--- src/rtl/core/dcm_pkg.sv ---
`timescale 1ns / 1ps
package dcm_pkg;

  localparam logic [1:0] KIND_TICK    = 2'd0;
  localparam logic [1:0] KIND_VOLTAGE = 2'd1;
  localparam logic [1:0] KIND_CURRENT = 2'd2;
  localparam logic [1:0] KIND_STALL   = 2'd3;

  localparam logic [2:0] CFG_R      = 3'd0;
  localparam logic [2:0] CFG_KN     = 3'd1;
  localparam logic [2:0] CFG_PPR    = 3'd2;
  localparam logic [2:0] CFG_SCALE  = 3'd3;
  localparam logic [2:0] CFG_THRESH = 3'd4;
  localparam logic [2:0] CFG_HOLD   = 3'd5;

  localparam logic [15:0] R_RESET      = 16'd1000;
  localparam logic [15:0] KN_RESET     = 16'd100;
  localparam logic [15:0] PPR_RESET    = 16'd2048;
  localparam logic [15:0] SCALE_RESET  = 16'd100;
  localparam logic [15:0] THRESH_RESET = 16'd15600;
  localparam logic [7:0]  HOLD_RESET   = 8'd25;

  localparam logic [15:0] TWO_PI_MILLI = 16'd6283;
  localparam logic [15:0] MILLI        = 16'd1000;
  localparam logic [15:0] BEMF_GAIN    = 16'd10;
  localparam logic [31:0] STALL_RATIO  = 32'd2;

  localparam int DIV_STEPS = 32;

  typedef enum logic [3:0] {
    ST_IDLE, ST_POS_GO, ST_POS_WT, ST_SPD, ST_BEMF_GO, ST_BEMF_WT,
    ST_CUR_GO, ST_CUR_WT, ST_CMD_GO, ST_CMD_WT, ST_STL_GO, ST_STL_WT,
    ST_STL2_GO, ST_STL2_WT, ST_OUT
  } dcm_state_t;

  typedef struct packed {
    logic        start;
    logic        is_signed;
    logic [31:0] dividend;
    logic [15:0] divisor;
  } dcm_div_req_t;

endpackage

--- src/rtl/core/dc_motor_state_estimator.sv ---
`timescale 1ns / 1ps
// Channel  Direction  Handshake                 Payload
// in       in         in_valid / in_stall       kind, pulse_count, duty_millivolt, command_value
// out      out        out_valid / out_stall     position .. shutdown_request
// cfg      in         cfg_write_en              cfg_index, cfg_data
//
// One beat in, one beat out. A voltage command or a held stall check goes straight to
// the result beat; every other item runs through one shared 32x16 multiplier and one
// radix-2 divider.
// Reset is synchronous on rst and loads the register defaults.
// in_stall is high from acceptance until the result beat is taken; the result
// holds on the output ports while out_stall is high.
module dc_motor_state_estimator (
  input  logic               clk,
  input  logic               rst,
  input  logic               in_valid,
  output logic               in_stall,
  input  logic [1:0]         kind,
  input  logic signed [15:0] pulse_count,
  input  logic [15:0]        duty_millivolt,
  input  logic signed [15:0] command_value,
  output logic               out_valid,
  input  logic               out_stall,
  output logic signed [31:0] position_millirad,
  output logic signed [31:0] speed_millirad_s,
  output logic signed [31:0] accel_value,
  output logic signed [31:0] current_estimate_ma,
  output logic signed [15:0] drive_millivolt,
  output logic               shutdown_request,
  input  logic               cfg_write_en,
  input  logic [2:0]         cfg_index,
  input  logic [15:0]        cfg_data
);

  dcm_pkg::dcm_state_t   state, state_next;
  dcm_pkg::dcm_div_req_t div_req;
  logic                  div_done;
  logic [31:0]           div_q;

  // configuration
  logic [15:0] cfg_r, cfg_kn, cfg_ppr, cfg_scale, cfg_thresh;
  logic [7:0]  cfg_hold;

  // estimator state
  logic [31:0] pulse_total, position, speed, accel, current, abs_speed;
  logic [15:0] voltage, duty;
  logic        shutdown;
  logic [7:0]  hold_count;

  // held item and intermediates
  logic [1:0]  kind_q;
  logic [15:0] pulses_q, cmd_q;
  logic [31:0] bemf, ratio_tmp;

  // shared multiplier
  logic [31:0] mul_a;
  logic [15:0] mul_b;
  logic [31:0] mul_p;

  logic        accept;
  logic [8:0]  hold_inc;
  logic [31:0] volt_sum;

  assign mul_p    = mul_a * {16'd0, mul_b};
  assign accept   = in_valid && (state == dcm_pkg::ST_IDLE);
  assign hold_inc = {1'b0, hold_count} + 9'd1;
  assign volt_sum = div_q + bemf;

  dcm_divider u_div (
    .clk      (clk),
    .rst      (rst),
    .req      (div_req),
    .done     (div_done),
    .quotient (div_q)
  );

  always_ff @(posedge clk) begin
    if (rst) begin
      cfg_r      <= dcm_pkg::R_RESET;
      cfg_kn     <= dcm_pkg::KN_RESET;
      cfg_ppr    <= dcm_pkg::PPR_RESET;
      cfg_scale  <= dcm_pkg::SCALE_RESET;
      cfg_thresh <= dcm_pkg::THRESH_RESET;
      cfg_hold   <= dcm_pkg::HOLD_RESET;
    end else if (cfg_write_en) begin
      case (cfg_index)
        dcm_pkg::CFG_R:      cfg_r      <= cfg_data;
        dcm_pkg::CFG_KN:     cfg_kn     <= cfg_data;
        dcm_pkg::CFG_PPR:    cfg_ppr    <= cfg_data;
        dcm_pkg::CFG_SCALE:  cfg_scale  <= cfg_data;
        dcm_pkg::CFG_THRESH: cfg_thresh <= cfg_data;
        dcm_pkg::CFG_HOLD:   cfg_hold   <= cfg_data[7:0];
        default: ; // drop writes beyond the register list
      endcase
    end
  end

  always_ff @(posedge clk) begin
    if (rst) begin
      state <= dcm_pkg::ST_IDLE;
    end else begin
      state <= state_next;
    end
  end

  // sequencer: next state, multiplier operands and divider requests
  always_comb begin
    state_next        = state;
    mul_a             = '0;
    mul_b             = '0;
    div_req.start     = 1'b0;
    div_req.is_signed = 1'b1;
    div_req.dividend  = mul_p;
    div_req.divisor   = '0;
    case (state)
      dcm_pkg::ST_IDLE: begin
        if (in_valid) begin
          case (kind)
            dcm_pkg::KIND_TICK:    state_next = dcm_pkg::ST_POS_GO;
            dcm_pkg::KIND_VOLTAGE: state_next = dcm_pkg::ST_OUT;
            dcm_pkg::KIND_CURRENT: state_next = dcm_pkg::ST_BEMF_GO;
            default: state_next = shutdown ? dcm_pkg::ST_OUT : dcm_pkg::ST_STL_GO;
          endcase
        end
      end
      dcm_pkg::ST_POS_GO: begin
        mul_a           = pulse_total;
        mul_b           = dcm_pkg::TWO_PI_MILLI;
        div_req.start   = 1'b1;
        div_req.divisor = cfg_ppr;
        state_next      = dcm_pkg::ST_POS_WT;
      end
      dcm_pkg::ST_POS_WT: if (div_done) state_next = dcm_pkg::ST_SPD;
      dcm_pkg::ST_SPD: begin
        mul_a      = {{16{pulses_q[15]}}, pulses_q};
        mul_b      = cfg_scale;
        state_next = dcm_pkg::ST_BEMF_GO;
      end
      dcm_pkg::ST_BEMF_GO: begin
        mul_a           = speed;
        mul_b           = dcm_pkg::BEMF_GAIN;
        div_req.start   = 1'b1;
        div_req.divisor = cfg_kn;
        state_next      = dcm_pkg::ST_BEMF_WT;
      end
      dcm_pkg::ST_BEMF_WT: begin
        if (div_done) begin
          state_next = (kind_q == dcm_pkg::KIND_TICK) ? dcm_pkg::ST_CUR_GO : dcm_pkg::ST_CMD_GO;
        end
      end
      dcm_pkg::ST_CUR_GO: begin
        mul_a           = {{16{voltage[15]}}, voltage} - bemf;
        mul_b           = dcm_pkg::MILLI;
        div_req.start   = 1'b1;
        div_req.divisor = cfg_r;
        state_next      = dcm_pkg::ST_CUR_WT;
      end
      dcm_pkg::ST_CUR_WT: if (div_done) state_next = dcm_pkg::ST_OUT;
      dcm_pkg::ST_CMD_GO: begin
        mul_a           = {{16{cmd_q[15]}}, cmd_q};
        mul_b           = cfg_r;
        div_req.start   = 1'b1;
        div_req.divisor = dcm_pkg::MILLI;
        state_next      = dcm_pkg::ST_CMD_WT;
      end
      dcm_pkg::ST_CMD_WT: if (div_done) state_next = dcm_pkg::ST_OUT;
      dcm_pkg::ST_STL_GO: begin
        mul_a             = abs_speed;
        mul_b             = dcm_pkg::MILLI;
        div_req.start     = 1'b1;
        div_req.is_signed = 1'b0;
        div_req.divisor   = cfg_kn;
        state_next        = dcm_pkg::ST_STL_WT;
      end
      dcm_pkg::ST_STL_WT: if (div_done) state_next = dcm_pkg::ST_STL2_GO;
      dcm_pkg::ST_STL2_GO: begin
        div_req.start     = 1'b1;
        div_req.is_signed = 1'b0;
        div_req.dividend  = ratio_tmp;
        div_req.divisor   = duty;
        state_next        = dcm_pkg::ST_STL2_WT;
      end
      dcm_pkg::ST_STL2_WT: if (div_done) state_next = dcm_pkg::ST_OUT;
      dcm_pkg::ST_OUT: if (!out_stall) state_next = dcm_pkg::ST_IDLE;
      default: state_next = dcm_pkg::ST_IDLE;
    endcase
  end

  // datapath updates, one step per sequencer state
  always_ff @(posedge clk) begin
    if (rst) begin
      pulse_total <= '0;
      position    <= '0;
      speed       <= '0;
      accel       <= '0;
      current     <= '0;
      abs_speed   <= '0;
      voltage     <= '0;
      duty        <= '0;
      shutdown    <= 1'b0;
      hold_count  <= '0;
    end else begin
      case (state)
        dcm_pkg::ST_IDLE: begin
          if (accept) begin
            case (kind)
              dcm_pkg::KIND_TICK: begin
                pulse_total <= pulse_total + {{16{pulse_count[15]}}, pulse_count};
                duty        <= duty_millivolt;
              end
              dcm_pkg::KIND_VOLTAGE: voltage <= command_value;
              dcm_pkg::KIND_CURRENT: ;
              default: begin
                // count up a held shutdown and release it at cfg_hold
                if (shutdown) begin
                  if (hold_inc >= {1'b0, cfg_hold}) begin
                    hold_count <= '0;
                    shutdown   <= 1'b0;
                  end else begin
                    hold_count <= hold_inc[7:0];
                  end
                end
              end
            endcase
          end
        end
        dcm_pkg::ST_POS_WT: if (div_done) position <= div_q;
        dcm_pkg::ST_SPD: begin
          speed     <= mul_p;
          accel     <= mul_p - speed;
          abs_speed <= mul_p[31] ? (32'd0 - mul_p) : mul_p;
        end
        dcm_pkg::ST_CUR_WT: if (div_done) current <= div_q;
        dcm_pkg::ST_CMD_WT: begin
          if (div_done) begin
            // saturate the drive voltage to 16 bits
            if (!volt_sum[31] && (volt_sum > 32'sd32767)) begin
              voltage <= 16'h7fff;
            end else if (volt_sum[31] && (volt_sum < 32'hffff8000)) begin
              voltage <= 16'h8000;
            end else begin
              voltage <= volt_sum[15:0];
            end
          end
        end
        dcm_pkg::ST_STL2_WT: begin
          if (div_done && (div_q <= dcm_pkg::STALL_RATIO) && (duty > cfg_thresh)) begin
            shutdown <= 1'b1;
          end
        end
        default: ;
      endcase
    end
  end

  // item hold and intermediates
  always_ff @(posedge clk) begin
    if (accept) begin
      kind_q   <= kind;
      pulses_q <= pulse_count;
      cmd_q    <= command_value;
    end
    if ((state == dcm_pkg::ST_BEMF_WT) && div_done) begin
      bemf <= div_q;
    end
    if ((state == dcm_pkg::ST_STL_WT) && div_done) begin
      ratio_tmp <= div_q;
    end
  end

  assign in_stall            = (state != dcm_pkg::ST_IDLE);
  assign out_valid           = (state == dcm_pkg::ST_OUT);
  assign position_millirad   = position;
  assign speed_millirad_s    = speed;
  assign accel_value         = accel;
  assign current_estimate_ma = current;
  assign drive_millivolt     = voltage;
  assign shutdown_request    = shutdown;

endmodule

--- src/rtl/core/dcm_divider.sv ---
`timescale 1ns / 1ps
module dcm_divider (
  input  logic                 clk,
  input  logic                 rst,
  input  dcm_pkg::dcm_div_req_t req,
  output logic                 done,
  output logic [31:0]          quotient
);

  logic        busy;
  logic [5:0]  cnt;
  logic [31:0] quo;
  logic [15:0] rem;
  logic [15:0] dv;
  logic        neg;
  logic [16:0] trial;
  logic        fits;

  // restoring step: one quotient bit a cycle
  assign trial = {rem, quo[31]};
  assign fits  = trial >= {1'b0, dv};

  always_ff @(posedge clk) begin
    if (rst) begin
      busy <= 1'b0;
      cnt  <= '0;
      done <= 1'b0;
    end else begin
      done <= busy && (cnt == 6'd1);
      if (req.start) begin
        busy <= 1'b1;
        cnt  <= 6'(dcm_pkg::DIV_STEPS);
      end else if (busy) begin
        cnt <= cnt - 6'd1;
        if (cnt == 6'd1) begin
          busy <= 1'b0;
        end
      end
    end
  end

  always_ff @(posedge clk) begin
    if (req.start) begin
      neg <= req.is_signed && req.dividend[31];
      quo <= (req.is_signed && req.dividend[31]) ? (32'd0 - req.dividend) : req.dividend;
      rem <= '0;
      dv  <= req.divisor;
    end else if (busy) begin
      rem <= fits ? 16'(trial - {1'b0, dv}) : trial[15:0];
      quo <= {quo[30:0], fits};
    end
  end

  // zero divisor yields zero
  assign quotient = (dv == 16'd0) ? 32'd0 : (neg ? (32'd0 - quo) : quo);

  a_no_restart: assert property (@(posedge clk) disable iff (rst) req.start |-> !busy)
    else $error("divider restarted while busy");
  a_done_after_busy: assert property (@(posedge clk) disable iff (rst) done |-> $past(busy))
    else $error("divider done without a run");
  a_idle_after_done: assert property (@(posedge clk) disable iff (rst) done |-> !busy)
    else $error("divider still busy at done");

endmodule

--- config.mk ---
export PLATFORM = sky130hd
export DESIGN_NAME = dc_motor_state_estimator
export DESIGN_NICKNAME = d
export VERILOG_FILES = /design/src/rtl/core/dcm_pkg.sv /design/src/rtl/core/dc_motor_state_estimator.sv /design/src/rtl/core/dcm_divider.sv
export SDC_FILE = /design/constraint.sdc
export NUM_CORES = 2
export LEC_CHECK = 0
export ABC_CLOCK_PERIOD_IN_PS = 13600
export BUFFER_PORTS_ARGS = -buffer_cell sky130_fd_sc_hd__buf_2
export CAP_MARGIN = 20
export CORE_ASPECT_RATIO = 0.8
export CORE_MARGIN = 2
export CORE_UTILIZATION = 55
export CTS_BUF_LIST = sky130_fd_sc_hd__clkbuf_8
export CTS_CLUSTER_DIAMETER = 200
export DETAILED_ROUTE_END_ITERATION = 12
export PLACE_DENSITY = 0.73
export SYNTH_ARGS = -nofsm -noshare
export SYNTH_HDL_FRONTEND = slang
export SYNTH_SLANG_ARGS = --single-unit
--- constraint.sdc ---
create_clock -name clk -period 13.6 [get_ports clk]
set_input_delay 0.68 -clock clk [delete_from_list [all_inputs] [get_ports clk]]
set_output_delay 0.68 -clock clk [all_outputs]
set_load 0.03 [all_outputs]
==> run metrics <==
status=completed; die height=between 200 and 250 um; Clock Power Share=0.126; post-CTS sizing=0; WHS Path Cells=1; CP peak stage delay=roughly 0.9 ns; CP Class=reg -> reg; Comb power frac=0.684; largest net degree at the start of global routing=113; antenna-violating nets left=0; register area share after synthesis=0.275; placer congestion estimate=around 1.0; skew final=about 0.067 ns; RR Endpoint=accel_value[31]; HPWL Detailed=113000 um; grt total ovfl=0; Pint=between 5 and 6 mW; Layout area overhead=9.64%; final core occ=0.612; final setup vio count=0; cell area after synthesis=41300 um2; most used cell, CP=fa_1; warnings from Yosys=0; Inst Count DP=around 6100; setup bufs post-CTS=0; FF+latch count, synth=slightly below 500; Switching Fraction=0.530; Worst VDD drop=roughly 170 uV; vias per inst=around 6; die area=between 70000 and 80000 um2; worst-margin pin slew=about 1.2 ns; TritonCTS buffer count=~80; FF+latch area=around 11000 um2; Slew HR=0.215; Critical Path Fanout Max=30; std cell rows=between 80 and 90; final WL=roughly 150000 um; clk buf depth=3; Post-synth EDFFs=147; final hold slack=between 0.1 and 0.15 ns; CP required=14.21 ns; synth unique cells=97; Critical Path AT=around 12 ns; clock sinks=around 500; number of max-cap violations=0; Die Width=about 310 um; f_max=approximately 0.086 GHz; H-tree depth=3; Leakage Power=19.4 nW; initial antenna violation count=6; final hold violation count=0; number of fill cells=~6600; vias in the first global route=35200; asr flop ratio synth=0; Finished Layout Cells=6277; Hold Crit Start=pulse_count[0]; DRT iter0 DRCs=between 5000 and 6000; Main synth FF type=dfxtp_1; Clock Latency Late Sink=approximately 0.75 ns; Worst R2R Setup Slack=~2.0 ns; Flop pwr share=0.190; Syn Area/Cell=about 8.2 um2; NumNets Final=just under 6000; worst min path class=in -> reg; fin crit period=~12 ns; Initial Util=0.558; share of layout cells above drive strength 1=0.102; routed vias=about 39000; synthesized net count=5663; final worst path period share=0.850; slowest stage cell on the critical path=a222oi_1; first-pass GRT wire length=~220000 um; core area=roughly 74000 um2; Worst Hold Path EP=pulses_q[0]; IO buf count=220; Final Slew Violations=0; r2r startpoint=state[0]; WL per Instance=approximately 24 um; RSZ-0062 raised after global routing=false; Ports=221; clock root buffer=clkbuf_8; Setup TNS=0 ns; CTS tree=done; multi-input combinational cell area=27000 um2; CP Launch Type=flop; DRC viols=0; Post-Synthesis Cells=5041; Worst R2R Path Depth=33; first drt pass iteration count=10; CTS Hold Bufs=0; Psw=just under 6 mW; Tot GR Track Use=0.376; pwr dens=246 nW/um2; crit end category=flop; Worst-path clk slew=approximately 0.07 ns
-- Yosys cell counts (10+ instances only) --
cell type  instances  share of area
inv_1            531          0.048
a211o_1           12         0.0025
edfxtp_1         147           0.11
or2_2             15         0.0023
and2_1            29         0.0044
nand2_1          923          0.084
nand4_1           19         0.0029
nor2b_1           44         0.0067
o21ai_0          168          0.020
buf_2             14         0.0017
nand3b_1          46         0.0084
ha_1             239          0.072
a22oi_1           29         0.0053
a211oi_1          74          0.013
xor2_1           102          0.022
fa_1             309           0.15
a21oi_1          447          0.054
nor3b_1           13         0.0024
a21o_1            80          0.015
nor3_1            70         0.0085
or3_1             29         0.0044
o31ai_1           27         0.0049
xnor2_1          132          0.028
nand3_1           69         0.0084
a31oi_1           43         0.0065
o2111ai_1         10         0.0021
mux2i_1           33         0.0080
nor2_1           389          0.035
o211ai_1          19         0.0035
a222oi_1          35         0.0085
o21ai_1           19         0.0023
o21bai_1          15         0.0027
nand2b_1          49         0.0074
o21a_1            40         0.0073
clkbuf_1         215          0.020
nor4_1            33         0.0050
and3_1            30         0.0045
dfxtp_1          348           0.17
buf_1             15         0.0014
-- power groups by stage --
| stage | Combinational (mW) | Clock, mW | Sequential [mW] |
|---|---|---|---|
| final | 7.63 | 1.40 | 2.12 |
| after global routing | 8.17 | 1.47 | 2.13 |
| after CTS | 7.38 | 1.41 | 2.10 |
| after detailed placement | 7.34 | 0 | 2.12 |
| after global placement | 7.29 | 0 | 2.12 |
| after floorplan | 5.05 | 0 | 2.10 |
-- cell families after synthesis --
kind of cell	share of synthesized area
compound gates	0.171
xor+xnor	0.0511
fa+ha+maj	0.222
buf+inv	0.0734
flops	0.275
mux	0.0104
simple gates	0.197
-- stage by stage --
step	power, mW	instance area, um2	worst slack (ns)
after global routing	11.8	45300	1.53
after floorplan	7.15	41300	4.11
final	11.1	45300	2.04
after global placement	9.41	43600	2.50
after detailed placement	9.47	43600	2.32
after CTS	10.9	45300	2.28
-- worst max-delay path by stage --
stage / depth (start not counted) / startpoint / end
after global placement: 35 / state[1] / accel_value[31]
after global routing: 35 / state[1] / accel_value[31]
after detailed placement: 33 / state[0] / accel_value[31]
final: 33 / state[0] / accel_value[31]
after CTS: 33 / state[0] / accel_value[31]
after floorplan: 42 / drive_millivolt[0] / accel_value[31]
-- state kept, by name, indices dropped and copies added, names as in the netlist, 31 cells and up --
name                 cells
current_estimate_ma     32
position_millirad       32
ratio_tmp               32
u_div.quo               32
speed_millirad_s        32
abs_speed               31
pulse_total             32
accel_value             32
bemf                    32
-- layer usage --
layer	GRT usage	up-vias	routed length, um
met2	0.513	2581	58300
met5	0	-	0
li1	-	17300	-
met1	0.556	18300	60800
met3	0.107	380	21800
met4	0.149	0	6810
-- final cells by class --
cell class              instances  area share
diodes                          5    0.000276
well taps                    1001      0.0276
repair buffers                334      0.0434
inverters                     531      0.0440
multi-input cells            3760       0.596
clock buffers                  90      0.0273
clock inverters                61     0.00994
flip-flops and latches        495       0.251
-- cell usage in the layout, fill, tap and decap left out, drive strengths merged, types with 35 or more instances in the layout --
master    n
a211oi   76
a222oi   35
a21oi   453
a31oi    43
o21a     41
edfxtp  147
xor2    103
nand2b   50
a21o     80
nor3     77
o21ai   187
xnor2   132
dfxtp   348
nor2b    44
buf     334
nand3    69
fa      309
nand2   924
clkbuf   90
ha      239
inv     557
nand3b   46
nor2    395
-- critical path, delay by kind of cell (launching register included) --
family | cells | cell delay (ns)
AOI/OAI and AO/OA | 12 | 3.72
xor gates and xnor gates | 2 | 0.70
adders and majority gates | 8 | 3.76
buffers and inverters | 6 | 1.20
DFF | 1 | 0.62
and+or+nand+nor | 5 | 1.40
No activity file was read; power rests on OpenSTA's default activity.
